--- src/rtl/core/qmm_pkg.sv ---
// Shared types, constants and helpers of the quad motor mixer.
`timescale 1ns / 1ps
`default_nettype none

package qmm_pkg;

  localparam int unsigned ADDR_W      = 3;
  localparam int unsigned DATA_W      = 32;
  localparam int unsigned DUTY_W      = 16;
  localparam int unsigned VALUE_W     = 24;
  localparam int unsigned THROTTLE_W  = 8;
  localparam int unsigned QUEUE_DEPTH = 2;

  localparam logic [DUTY_W-1:0] DUTY_MIN_RST = 16'h0000;
  localparam logic [DUTY_W-1:0] DUTY_MAX_RST = 16'hFFFF;

  // Register select is address bit 2.
  localparam logic REG_DUTY_MIN = 1'b0;
  localparam logic REG_DUTY_MAX = 1'b1;

  // Motor channel numbers.
  localparam logic [1:0] CH_FRONT = 2'd0;
  localparam logic [1:0] CH_LEFT  = 2'd1;
  localparam logic [1:0] CH_BACK  = 2'd2;
  localparam logic [1:0] CH_RIGHT = 2'd3;

  // Write order positions.
  localparam logic [1:0] ORD_FRONT = 2'd0;
  localparam logic [1:0] ORD_BACK  = 2'd1;
  localparam logic [1:0] ORD_LEFT  = 2'd2;
  localparam logic [1:0] ORD_RIGHT = 2'd3;

  typedef struct packed {
    logic                         pitch_valid;
    logic signed [VALUE_W-1:0]    pitch_value;
    logic                         roll_valid;
    logic signed [VALUE_W-1:0]    roll_value;
    logic                         yaw_valid;
    logic signed [VALUE_W-1:0]    yaw_value;
    logic                         throttle_valid;
    logic [THROTTLE_W-1:0]        throttle_value;
  } qmm_in_t;

  typedef struct packed {
    logic [1:0]        channel;
    logic [DUTY_W-1:0] duty_value;
    logic              final_write;
  } qmm_out_t;

  typedef struct packed {
    logic [DUTY_W-1:0] duty_min;
    logic [DUTY_W-1:0] duty_max;
  } qmm_cfg_t;

  typedef struct packed {
    logic [3:0]              mask;
    logic [3:0][DUTY_W-1:0]  duty;
  } qmm_entry_t;

  function automatic logic [1:0] order_channel(logic [1:0] ord);
    logic [1:0] ch;
    unique case (ord)
      ORD_FRONT: ch = CH_FRONT;
      ORD_BACK:  ch = CH_BACK;
      ORD_LEFT:  ch = CH_LEFT;
      default:   ch = CH_RIGHT;
    endcase
    return ch;
  endfunction

  function automatic logic [1:0] channel_order(logic [1:0] ch);
    logic [1:0] ord;
    unique case (ch)
      CH_FRONT: ord = ORD_FRONT;
      CH_BACK:  ord = ORD_BACK;
      CH_LEFT:  ord = ORD_LEFT;
      default:  ord = ORD_RIGHT;
    endcase
    return ord;
  endfunction

endpackage

`default_nettype wire

--- src/rtl/core/qmm_front.sv ---
// Front end: holds the latest set points, mixes, detects changes and clamps.
`timescale 1ns / 1ps
`default_nettype none

module qmm_front import qmm_pkg::*; #(
  parameter int unsigned FRACTION_BITS = 8
) (
  input  wire logic       clk_i,
  input  wire logic       rst_ni,
  input  wire logic       in_valid_i,
  output logic            in_stall_o,
  input  wire qmm_in_t    in_word_i,
  input  wire qmm_cfg_t   cfg_i,
  output logic            push_o,
  output qmm_entry_t      entry_o,
  input  wire logic       full_i
);

  localparam int unsigned CMD_W =
      ((FRACTION_BITS + THROTTLE_W + 1 > VALUE_W) ? FRACTION_BITS + THROTTLE_W + 1
                                                   : VALUE_W) + 2;
  localparam int unsigned WHOLE_W = CMD_W;

  typedef logic signed [CMD_W-1:0] cmd_t;

  logic signed [VALUE_W-1:0] pitch_q, roll_q, yaw_q;
  logic [THROTTLE_W-1:0]     thr_q;
  logic                      pend_q;
  cmd_t                      prev_q [4];
  cmd_t                      cmd_q [4];
  logic [3:0]                mask_q;
  logic                      b_valid_q;

  cmd_t       thr_ext, p_ext, r_ext, y_ext;
  cmd_t       cmd_new [4];
  logic [3:0] changed;
  logic       b_ready, a_move, accept;

  function automatic logic [DUTY_W-1:0] clamp_duty(cmd_t c, qmm_cfg_t cfg);
    logic [WHOLE_W-1:0] whole;
    logic [DUTY_W-1:0]  v;
    whole = c >>> FRACTION_BITS;
    if (c[CMD_W-1]) begin
      v = cfg.duty_min;
    end else begin
      if (whole > WHOLE_W'(cfg.duty_max)) begin
        v = cfg.duty_max;
      end else begin
        v = whole[DUTY_W-1:0];
      end
      if (v < cfg.duty_min) begin
        v = cfg.duty_min;
      end
    end
    return v;
  endfunction

  assign thr_ext = cmd_t'(thr_q) << FRACTION_BITS;
  assign p_ext   = cmd_t'(pitch_q);
  assign r_ext   = cmd_t'(roll_q);
  assign y_ext   = cmd_t'(yaw_q);

  always_comb begin
    cmd_new[ORD_FRONT] = thr_ext + p_ext - y_ext;
    cmd_new[ORD_BACK]  = thr_ext - p_ext - y_ext;
    cmd_new[ORD_LEFT]  = thr_ext - r_ext + y_ext;
    cmd_new[ORD_RIGHT] = thr_ext + r_ext + y_ext;
    for (int k = 0; k < 4; k++) begin
      changed[k] = (cmd_new[k] != prev_q[k]);
    end
  end

  assign push_o     = b_valid_q && (mask_q != 4'b0) && !full_i;
  assign b_ready    = !b_valid_q || (mask_q == 4'b0) || !full_i;
  assign a_move     = pend_q && b_ready;
  assign in_stall_o = pend_q && !b_ready;
  assign accept     = in_valid_i && !in_stall_o;

  always_comb begin
    entry_o.mask = mask_q;
    for (int k = 0; k < 4; k++) begin
      entry_o.duty[k] = clamp_duty(cmd_q[k], cfg_i);
    end
  end

  always_ff @(posedge clk_i or negedge rst_ni) begin
    if (!rst_ni) begin
      pitch_q   <= '0;
      roll_q    <= '0;
      yaw_q     <= '0;
      thr_q     <= '0;
      pend_q    <= 1'b0;
      b_valid_q <= 1'b0;
      mask_q    <= '0;
      for (int k = 0; k < 4; k++) begin
        prev_q[k] <= '0;
      end
    end else begin
      if (accept) begin
        if (in_word_i.pitch_valid)    pitch_q <= in_word_i.pitch_value;
        if (in_word_i.roll_valid)     roll_q  <= in_word_i.roll_value;
        if (in_word_i.yaw_valid)      yaw_q   <= in_word_i.yaw_value;
        if (in_word_i.throttle_valid) thr_q   <= in_word_i.throttle_value;
        pend_q <= 1'b1;
      end else if (a_move) begin
        pend_q <= 1'b0;
      end
      if (a_move) begin
        b_valid_q <= 1'b1;
        mask_q    <= changed;
        for (int k = 0; k < 4; k++) begin
          if (changed[k]) prev_q[k] <= cmd_new[k];
        end
      end else if (b_ready) begin
        b_valid_q <= 1'b0;
      end
    end
  end

  always_ff @(posedge clk_i) begin
    if (a_move) begin
      for (int k = 0; k < 4; k++) begin
        cmd_q[k] <= cmd_new[k];
      end
    end
  end

endmodule

`default_nettype wire

--- src/rtl/core/qmm_queue.sv ---
// Short register queue between the front end and the write sequencer.
`timescale 1ns / 1ps
`default_nettype none

module qmm_queue import qmm_pkg::*; (
  input  wire logic        clk_i,
  input  wire logic        rst_ni,
  input  wire logic        push_i,
  input  wire qmm_entry_t  entry_i,
  output logic             full_o,
  input  wire logic        pop_i,
  output qmm_entry_t       head_o,
  output logic             empty_o
);

  localparam int unsigned PTR_W = (QUEUE_DEPTH > 1) ? $clog2(QUEUE_DEPTH) : 1;
  localparam int unsigned CNT_W = $clog2(QUEUE_DEPTH + 1);

  qmm_entry_t       mem_q [QUEUE_DEPTH];
  logic [PTR_W-1:0] wr_ptr_q, rd_ptr_q;
  logic [CNT_W-1:0] count_q;

  function automatic logic [PTR_W-1:0] next_ptr(logic [PTR_W-1:0] p);
    logic [PTR_W-1:0] n;
    if (p == PTR_W'(QUEUE_DEPTH - 1)) begin
      n = '0;
    end else begin
      n = p + PTR_W'(1);
    end
    return n;
  endfunction

  assign full_o  = (count_q == CNT_W'(QUEUE_DEPTH));
  assign empty_o = (count_q == '0);
  assign head_o  = mem_q[rd_ptr_q];

  always_ff @(posedge clk_i or negedge rst_ni) begin
    if (!rst_ni) begin
      wr_ptr_q <= '0;
      rd_ptr_q <= '0;
      count_q  <= '0;
    end else begin
      if (push_i) wr_ptr_q <= next_ptr(wr_ptr_q);
      if (pop_i)  rd_ptr_q <= next_ptr(rd_ptr_q);
      if (push_i && !pop_i) begin
        count_q <= count_q + CNT_W'(1);
      end else if (pop_i && !push_i) begin
        count_q <= count_q - CNT_W'(1);
      end
    end
  end

  always_ff @(posedge clk_i) begin
    if (push_i) mem_q[wr_ptr_q] <= entry_i;
  end

endmodule

`default_nettype wire

--- src/rtl/core/qmm_back.sv ---
// Back end: walks the queue head's changed motors, one write per cycle unless stalled.
`timescale 1ns / 1ps
`default_nettype none

module qmm_back import qmm_pkg::*; (
  input  wire logic        clk_i,
  input  wire logic        rst_ni,
  input  wire qmm_entry_t  head_i,
  input  wire logic        empty_i,
  output logic             pop_o,
  output logic             out_valid_o,
  input  wire logic        out_stall_i,
  output qmm_out_t         out_word_o
);

  logic       rem_used_q;
  logic [3:0] rem_q;
  logic       out_valid_q;
  qmm_out_t   out_q;

  logic [3:0] eff, rest;
  logic [1:0] ord;
  logic       slot_free, emit;

  assign eff = rem_used_q ? rem_q : head_i.mask;

  always_comb begin
    priority if (eff[ORD_FRONT]) begin
      ord = ORD_FRONT;
    end else if (eff[ORD_BACK]) begin
      ord = ORD_BACK;
    end else if (eff[ORD_LEFT]) begin
      ord = ORD_LEFT;
    end else begin
      ord = ORD_RIGHT;
    end
  end

  assign rest      = eff & ~(4'b0001 << ord);
  assign slot_free = !out_valid_q || !out_stall_i;
  assign emit      = !empty_i && slot_free;
  assign pop_o     = emit && (rest == 4'b0);

  assign out_valid_o = out_valid_q;
  assign out_word_o  = out_q;

  always_ff @(posedge clk_i or negedge rst_ni) begin
    if (!rst_ni) begin
      rem_used_q  <= 1'b0;
      rem_q       <= '0;
      out_valid_q <= 1'b0;
    end else begin
      if (emit) begin
        out_valid_q <= 1'b1;
        rem_used_q  <= (rest != 4'b0);
        rem_q       <= rest;
      end else if (slot_free) begin
        out_valid_q <= 1'b0;
      end
    end
  end

  always_ff @(posedge clk_i) begin
    if (emit) begin
      out_q.channel     <= order_channel(ord);
      out_q.duty_value  <= head_i.duty[ord];
      out_q.final_write <= (rest == 4'b0);
    end
  end

endmodule

`default_nettype wire

--- src/rtl/core/quad_motor_mixer.sv ---
// Top level of the plus-layout quadcopter motor mixer.
//
//   Channel  Direction  Handshake                 Word
//   in       sink       in_valid_i / in_stall_o   qmm_in_t  (set point update)
//   out      source     out_valid_o / out_stall_i qmm_out_t (one motor write)
//   config   APB slave  psel / penable / pready   duty_min at 0x0, duty_max at 0x4
//
// An update word can be taken every cycle while in_stall_o is low; the output side
// issues one motor write per cycle while out_stall_i is low, once per changed motor.
// An update's first write passes the set-point, command, queue and output registers.
// A two-entry queue between mixing and write sequencing absorbs output stalls.
// Reset clears the held set points and the last commands to zero and needs no sweep.
`timescale 1ns / 1ps
`default_nettype none

module quad_motor_mixer import qmm_pkg::*; #(
  parameter int unsigned FRACTION_BITS = 8
) (
  input  wire logic              clk_i,
  input  wire logic              rst_ni,
  input  wire logic              in_valid_i,
  output logic                   in_stall_o,
  input  wire qmm_in_t           in_word_i,
  output logic                   out_valid_o,
  input  wire logic              out_stall_i,
  output qmm_out_t               out_word_o,
  input  wire logic              psel,
  input  wire logic              penable,
  input  wire logic              pwrite,
  input  wire logic [ADDR_W-1:0] paddr,
  input  wire logic [DATA_W-1:0] pwdata,
  output logic [DATA_W-1:0]      prdata,
  output logic                   pready
);

  qmm_cfg_t   cfg_q;
  qmm_entry_t q_entry, q_head;
  logic       q_push, q_full, q_pop, q_empty;
  logic       wr_en;

  assign pready = 1'b1;
  assign wr_en  = psel && penable && pwrite && pready;
  assign prdata = (paddr[2] == REG_DUTY_MAX) ? DATA_W'(cfg_q.duty_max)
                                             : DATA_W'(cfg_q.duty_min);

  always_ff @(posedge clk_i or negedge rst_ni) begin
    if (!rst_ni) begin
      cfg_q.duty_min <= DUTY_MIN_RST;
      cfg_q.duty_max <= DUTY_MAX_RST;
    end else if (wr_en) begin
      if (paddr[2] == REG_DUTY_MIN) begin
        cfg_q.duty_min <= pwdata[DUTY_W-1:0];
      end else begin
        cfg_q.duty_max <= pwdata[DUTY_W-1:0];
      end
    end
  end

  qmm_front #(
    .FRACTION_BITS(FRACTION_BITS)
  ) u_front (
    .clk_i      (clk_i),
    .rst_ni     (rst_ni),
    .in_valid_i (in_valid_i),
    .in_stall_o (in_stall_o),
    .in_word_i  (in_word_i),
    .cfg_i      (cfg_q),
    .push_o     (q_push),
    .entry_o    (q_entry),
    .full_i     (q_full)
  );

  qmm_queue u_queue (
    .clk_i   (clk_i),
    .rst_ni  (rst_ni),
    .push_i  (q_push),
    .entry_i (q_entry),
    .full_o  (q_full),
    .pop_i   (q_pop),
    .head_o  (q_head),
    .empty_o (q_empty)
  );

  qmm_back u_back (
    .clk_i       (clk_i),
    .rst_ni      (rst_ni),
    .head_i      (q_head),
    .empty_i     (q_empty),
    .pop_o       (q_pop),
    .out_valid_o (out_valid_o),
    .out_stall_i (out_stall_i),
    .out_word_o  (out_word_o)
  );

endmodule

`default_nettype wire

--- config.mk ---
export PLATFORM = sky130hd
export DESIGN_NAME = quad_motor_mixer
export DESIGN_NICKNAME = d
export VERILOG_FILES = /design/src/rtl/core/qmm_pkg.sv /design/src/rtl/core/qmm_front.sv /design/src/rtl/core/qmm_queue.sv /design/src/rtl/core/qmm_back.sv /design/src/rtl/core/quad_motor_mixer.sv
export SDC_FILE = /design/constraint.sdc
export NUM_CORES = 1
export LEC_CHECK = 0
export ABC_AREA = 1
export BUFFER_PORTS_ARGS = -buffer_cell sky130_fd_sc_hd__buf_2
export CAP_MARGIN = 20
export CORE_ASPECT_RATIO = 0.9
export CORE_MARGIN = 4
export CORE_UTILIZATION = 55
export CTS_BUF_LIST = sky130_fd_sc_hd__clkbuf_2
export CTS_CLUSTER_DIAMETER = 50
export DETAILED_ROUTE_END_ITERATION = 12
export GPL_ROUTABILITY_DRIVEN = 0
export PLACE_DENSITY = 0.71
export RECOVER_POWER = 100
export SLEW_MARGIN = 40
export SYNTH_ARGS = -nofsm -noshare
export SYNTH_HDL_FRONTEND = slang
export SYNTH_HIERARCHICAL = 1
export SYNTH_SLANG_ARGS = --single-unit
--- constraint.sdc ---
create_clock -name clk_i -period 12.95 [get_ports clk_i]
set_clock_uncertainty 0.15 [all_clocks]
set_input_delay 1.295 -clock clk_i [delete_from_list [all_inputs] [get_ports clk_i]]
set_output_delay 1.295 -clock clk_i [all_outputs]
set_load 0.05 [all_outputs]
==> results by group <==
Synthesis
  • Number of flops mapped to enable cells by yosys: 227
  • Top post-synthesis cells by area: edfxtp_1 (21%), dfrtp_1 (17%), nand2_1 (14%), ha_1 (11%), nand3_1 (5.8%)
  • Top cell type's share of synthesized area: 0.214
  • Total of warnings raised by yosys: 6
  • Post-synthesis cell type count: 60
  • Part of the Yosys area used for sequential elements: 0.397
  • Synth Instances: 3841
  • Top cell type by total area after synthesis: edfxtp_1
  • Average size of a mapped cell: about 8.3 um2
  • Flip-flop cell with the highest count after synthesis: edfxtp_1
  • Number of storage elements in the synthesis netlist: 459
  • Post-synthesis instance area: 31800 um2
  • Async set-reset flop share out of synthesis: 0.505

Power and ir drop
  • Share of total power consumed by net switching: 0.500
  • Share of power burned in registers: 0.279
  • Worst VDD drop: 0.130 mV
  • PnR Total Power: 10.1 mW
  • Cell area power density: slightly below 300 nW/um2
  • Switch Pwr: 5.07 mW
  • Portion of total power attributed to the clock network: 0.105
  • Share of power burned in combinational logic: 0.616
  • Static leakage: 17.2 nW
  • Internal power: 5.06 mW

Finish
  • Area delta synth->final: 6.77%
  • Area used by sequential logic in the layout: 12600 um2
  • Combined area of the multi-input logic cells: around 17000 um2
  • Fraction of final layout cells with drive strength greater than 1: 0.107
  • Total Nets Final: 4468
  • Design area: about 34000 um2
  • Layout filler cell count: ~5300

Global routing
  • Routing usage on met2: 0.420
  • Met1 GRT Util: 0.389
  • Largest net degree at the start of global routing: 101
  • Antenna violations before repair: 2
  • Global routing usage summed across all routing layers: 0.273
  • Met3 track demand over resource: 0.0492
  • Global-route wire length before repair: 133000 um
  • Grt peak-use layer: met2
  • Number of global-route vias before repair: 24600
  • Total congestion overflow after global routing: 0

Setup path
  • Dominant delay contributor by cell family on the critical path: buffers and inverters
  • Critical Path End Type: flop
  • Slowest cell on the critical path: clkinvlp_2
  • Largest incremental delay on the critical path: 2.11 ns
  • Worst path required time: around 14 ns
  • Critical Path Start Type: flop
  • Peak fanout along the critical path: 93
  • Crit Path Class: reg -> reg
  • Series of cell instances along the critical path: inv_1 -> nand4_1 -> nand3_1 -> nand2_1 -> clkinvlp_2 -> clkbuf_1 -> clkbuf_1 -> nand2_4 -> nand2_1 -> nand2_1
  • Number of buffers and inverters on the critical path: 4
  • Crit path DAT: roughly 9 ns
  • Stages on the worst setup path: 10
  • Number of cells on the worst reg-to-reg path: 10
  • Cell seen most often among critical-path stages: nand2_1

Clock tree
  • TritonCTS sink count: 459
  • CTS clock-pin slew for the worst setup and hold paths: 0.11 ns
  • Gates resized, CTS repair: 0
  • Root buffer cell: clkbuf_2
  • Worst-skew pair later-pin latency: 1.22 ns
  • H-Tree Level Count: 3
  • Clock Path Buffers: 3
  • CTS tree: done
  • Post-CTS Repair Setup Buffers: 0
  • CTS buffer count: between 100 and 150

Route
  • WL final: 84900 um
  • Detail Route Antenna Nets: 0
  • Routed wire length per instance: 17.4 um
  • Number of DRC violations after detailed-routing iteration 0: between 2000 and 3000
  • DR vias/cell: roughly 5.4
  • Vias: 26500
  • Iteration count of the initial detailed-routing pass: 8
  • Post-route DRC: 0

Timing
  • Final Hold Viols: 0
  • Final slew viol count: 643
  • Unrepaired setup endpoints after global routing: no
  • Relative slew margins: -1.68
  • Post-route setup TNS: 0 ns
  • Count of endpoints failing setup in the final report: 0
  • Final worst path period need: 7.90 ns
  • Max Fclk: around 0.13 GHz
  • Share of the clock period used by the worst path after layout: 0.610
  • Actual slew at the worst max-slew pin: 4.01 ns

Floorplan
  • Die area: 61800 um2
  • Initial core utilization: 0.557
  • Die height: 236 um
  • CORE AREA: 57100 um2
  • Number of rows created at floorplan: 83
  • Chip width: 262 um
  • Top-level I/O count: 180

Status
  • Violated checks: capacitance limit, slew limit
  • Status: finished with violations

Place
  • Total cell area at the placement stage: between 30000 and 40000 um2
  • Half-perimeter wire length of the detailed placement result: approximately 65000 um
  • Port Buffers: 144

Run
  • Count of max-cap constraint violations: 12

Hold path
  • Worst min-delay path class: in -> reg
  • Depth of the worst hold-timing path: 2
-- per-stage QoR --
step	instances	setup slack [ns]	util	hold slack, ns
after floorplan	3856	8.67	-	0.292
after global placement	4666	7.97	0.578	0.299
after detailed placement	4666	7.89	0.578	0.313
after CTS	4882	7.78	0.599	0.00315
after global routing	4887	4.23	0.595	-0.00472
final	4887	5.05	0.595	0.164
-- power by group through the flow --
stage	clock, mW	sequential [mW]	combinational, mW
after floorplan	0	2.81	4.64
after global placement	0	2.80	6.06
after detailed placement	0	2.82	6.18
after CTS	1.10	2.79	6.21
after global routing	1.18	2.89	7.00
final	1.06	2.82	6.24
-- cell type report --
class / count / share of cell area
multi-input cells: 2835 / 0.493
flip-flops and latches: 459 / 0.372
inverters: 448 / 0.0497
well taps: 765 / 0.0282
clock buffers: 165 / 0.0243
repair buffers: 161 / 0.0226
clock inverters: 50 / 0.00998
diodes: 4 / 0.000295
-- state kept, by name, indices dropped and copies added, names as in the netlist, 2 cells and up --
register	cells
u_queue/mem_q	136
u_front/thr_q	8
u_back/out_word_o	19
u_front/pitch_q	24
u_queue/count_q	2
u_front/prev_q	104
u_front/yaw_q	24
u_front/mask_q	4
u_back/rem_q	4
u_front/roll_q	24
cfg_q	32
u_front/cmd_q	72
-- metal layers --
metal	wire length (um)	vias up
met5	0	-
met4	3210	0
met3	6450	181
met2	37600	1098
met1	37700	12200
li1	-	13000
-- worst register-to-register path: stages, from the launching register on --
cell and delay (ns):
dfrtp_1 0.41, inv_1 0.08, nand4_1 0.14, nand3_1 0.15, nand2_1 0.08, clkinvlp_2 2.11
clkbuf_1 1.56, clkbuf_1 2.08, nand2_4 0.70, nand2_1 0.25, nand2_1 0.07
-- cells in the final DEF, fill, tap and decap left out, drive strengths merged, types with 14 or more instances in the layout --
master and instances:
dfstp 16, nand2 1180, conb 17, fa 36, nand3 373, xnor2 26, nand4 50, nor2 248
edfxtp 227, clkbuf 215, ha 285, clkinv 52, mux2 71, nand3b 16, inv 440, nor3 30
xor3 14, o21ai 134, buf 110, a21oi 216, xor2 76, dfrtp 216
-- synth_stat cells, types with 6 or more instances --
library cell / instances
ha_1: 285
a21oi_1: 212
buf_2: 23
buf_6: 14
xor3_1: 14
nand2_1: 1147
fa_1: 36
nand3_1: 368
buf_4: 24
dfstp_2: 16
nor2_2: 13
clkinv_1: 7
nand2_2: 24
buf_1: 6
o21ai_2: 8
o21a_1: 7
nor3_1: 27
xor2_1: 73
mux2_4: 10
nand3b_1: 16
clkbuf_1: 45
xnor2_1: 26
xnor3_1: 6
o21ai_0: 109
nand4_1: 49
inv_2: 14
a21o_1: 8
nand2_4: 9
nor2_1: 234
o21ai_1: 16
dfrtp_1: 216
mux2_2: 61
inv_1: 425
nor4_1: 10
a211oi_1: 10
edfxtp_1: 227
-- kinds of logic (layout without fill, tap and decap cells) --
logic type | Yosys count | count (layout) | synth area share
flip-flops | 459 | 459 | 0.397
adder cells (fa/ha/maj) | 321 | 321 | 0.135
multiplexers | 71 | 71 | 0.0263
buffers and inverters | 562 | 824 | 0.0742
AND/OR/NAND/NOR | 1914 | 1914 | 0.257
AO/OA/AOI/OAI | 390 | 390 | 0.0666
XOR/XNOR | 122 | 122 | 0.0435
other | 2 | 21 | 0.000236
-- path summary, 6_finish.rpt --
| kind | slack (ns) | startpoint | endpoint |
|---|---|---|---|
| setup / recovery | 5.05 | u_front/mask_q[3] | u_front/prev_q[1] |
| setup reg to reg | 5.05 | u_front/mask_q[3] | u_front/prev_q[1] |
| hold / removal | 0.16 | in_word_i[17] | u_front/yaw_q[8] |
| max in group asynchronous | 6.55 | rst_ni | u_front/prev_q[5] |
| hold reg to reg | 0.33 | cfg_q[4] | cfg_q[4] |
| min in group asynchronous | 1.49 | rst_ni | u_front/prev_q[59] |
-- what timing repair did --
item                                    CTS  global route
endpoints found under the hold margin    99             0
endpoints found under the setup margin    0             0
hold buffers                              1             0
(Power assumes the default switching activity.)
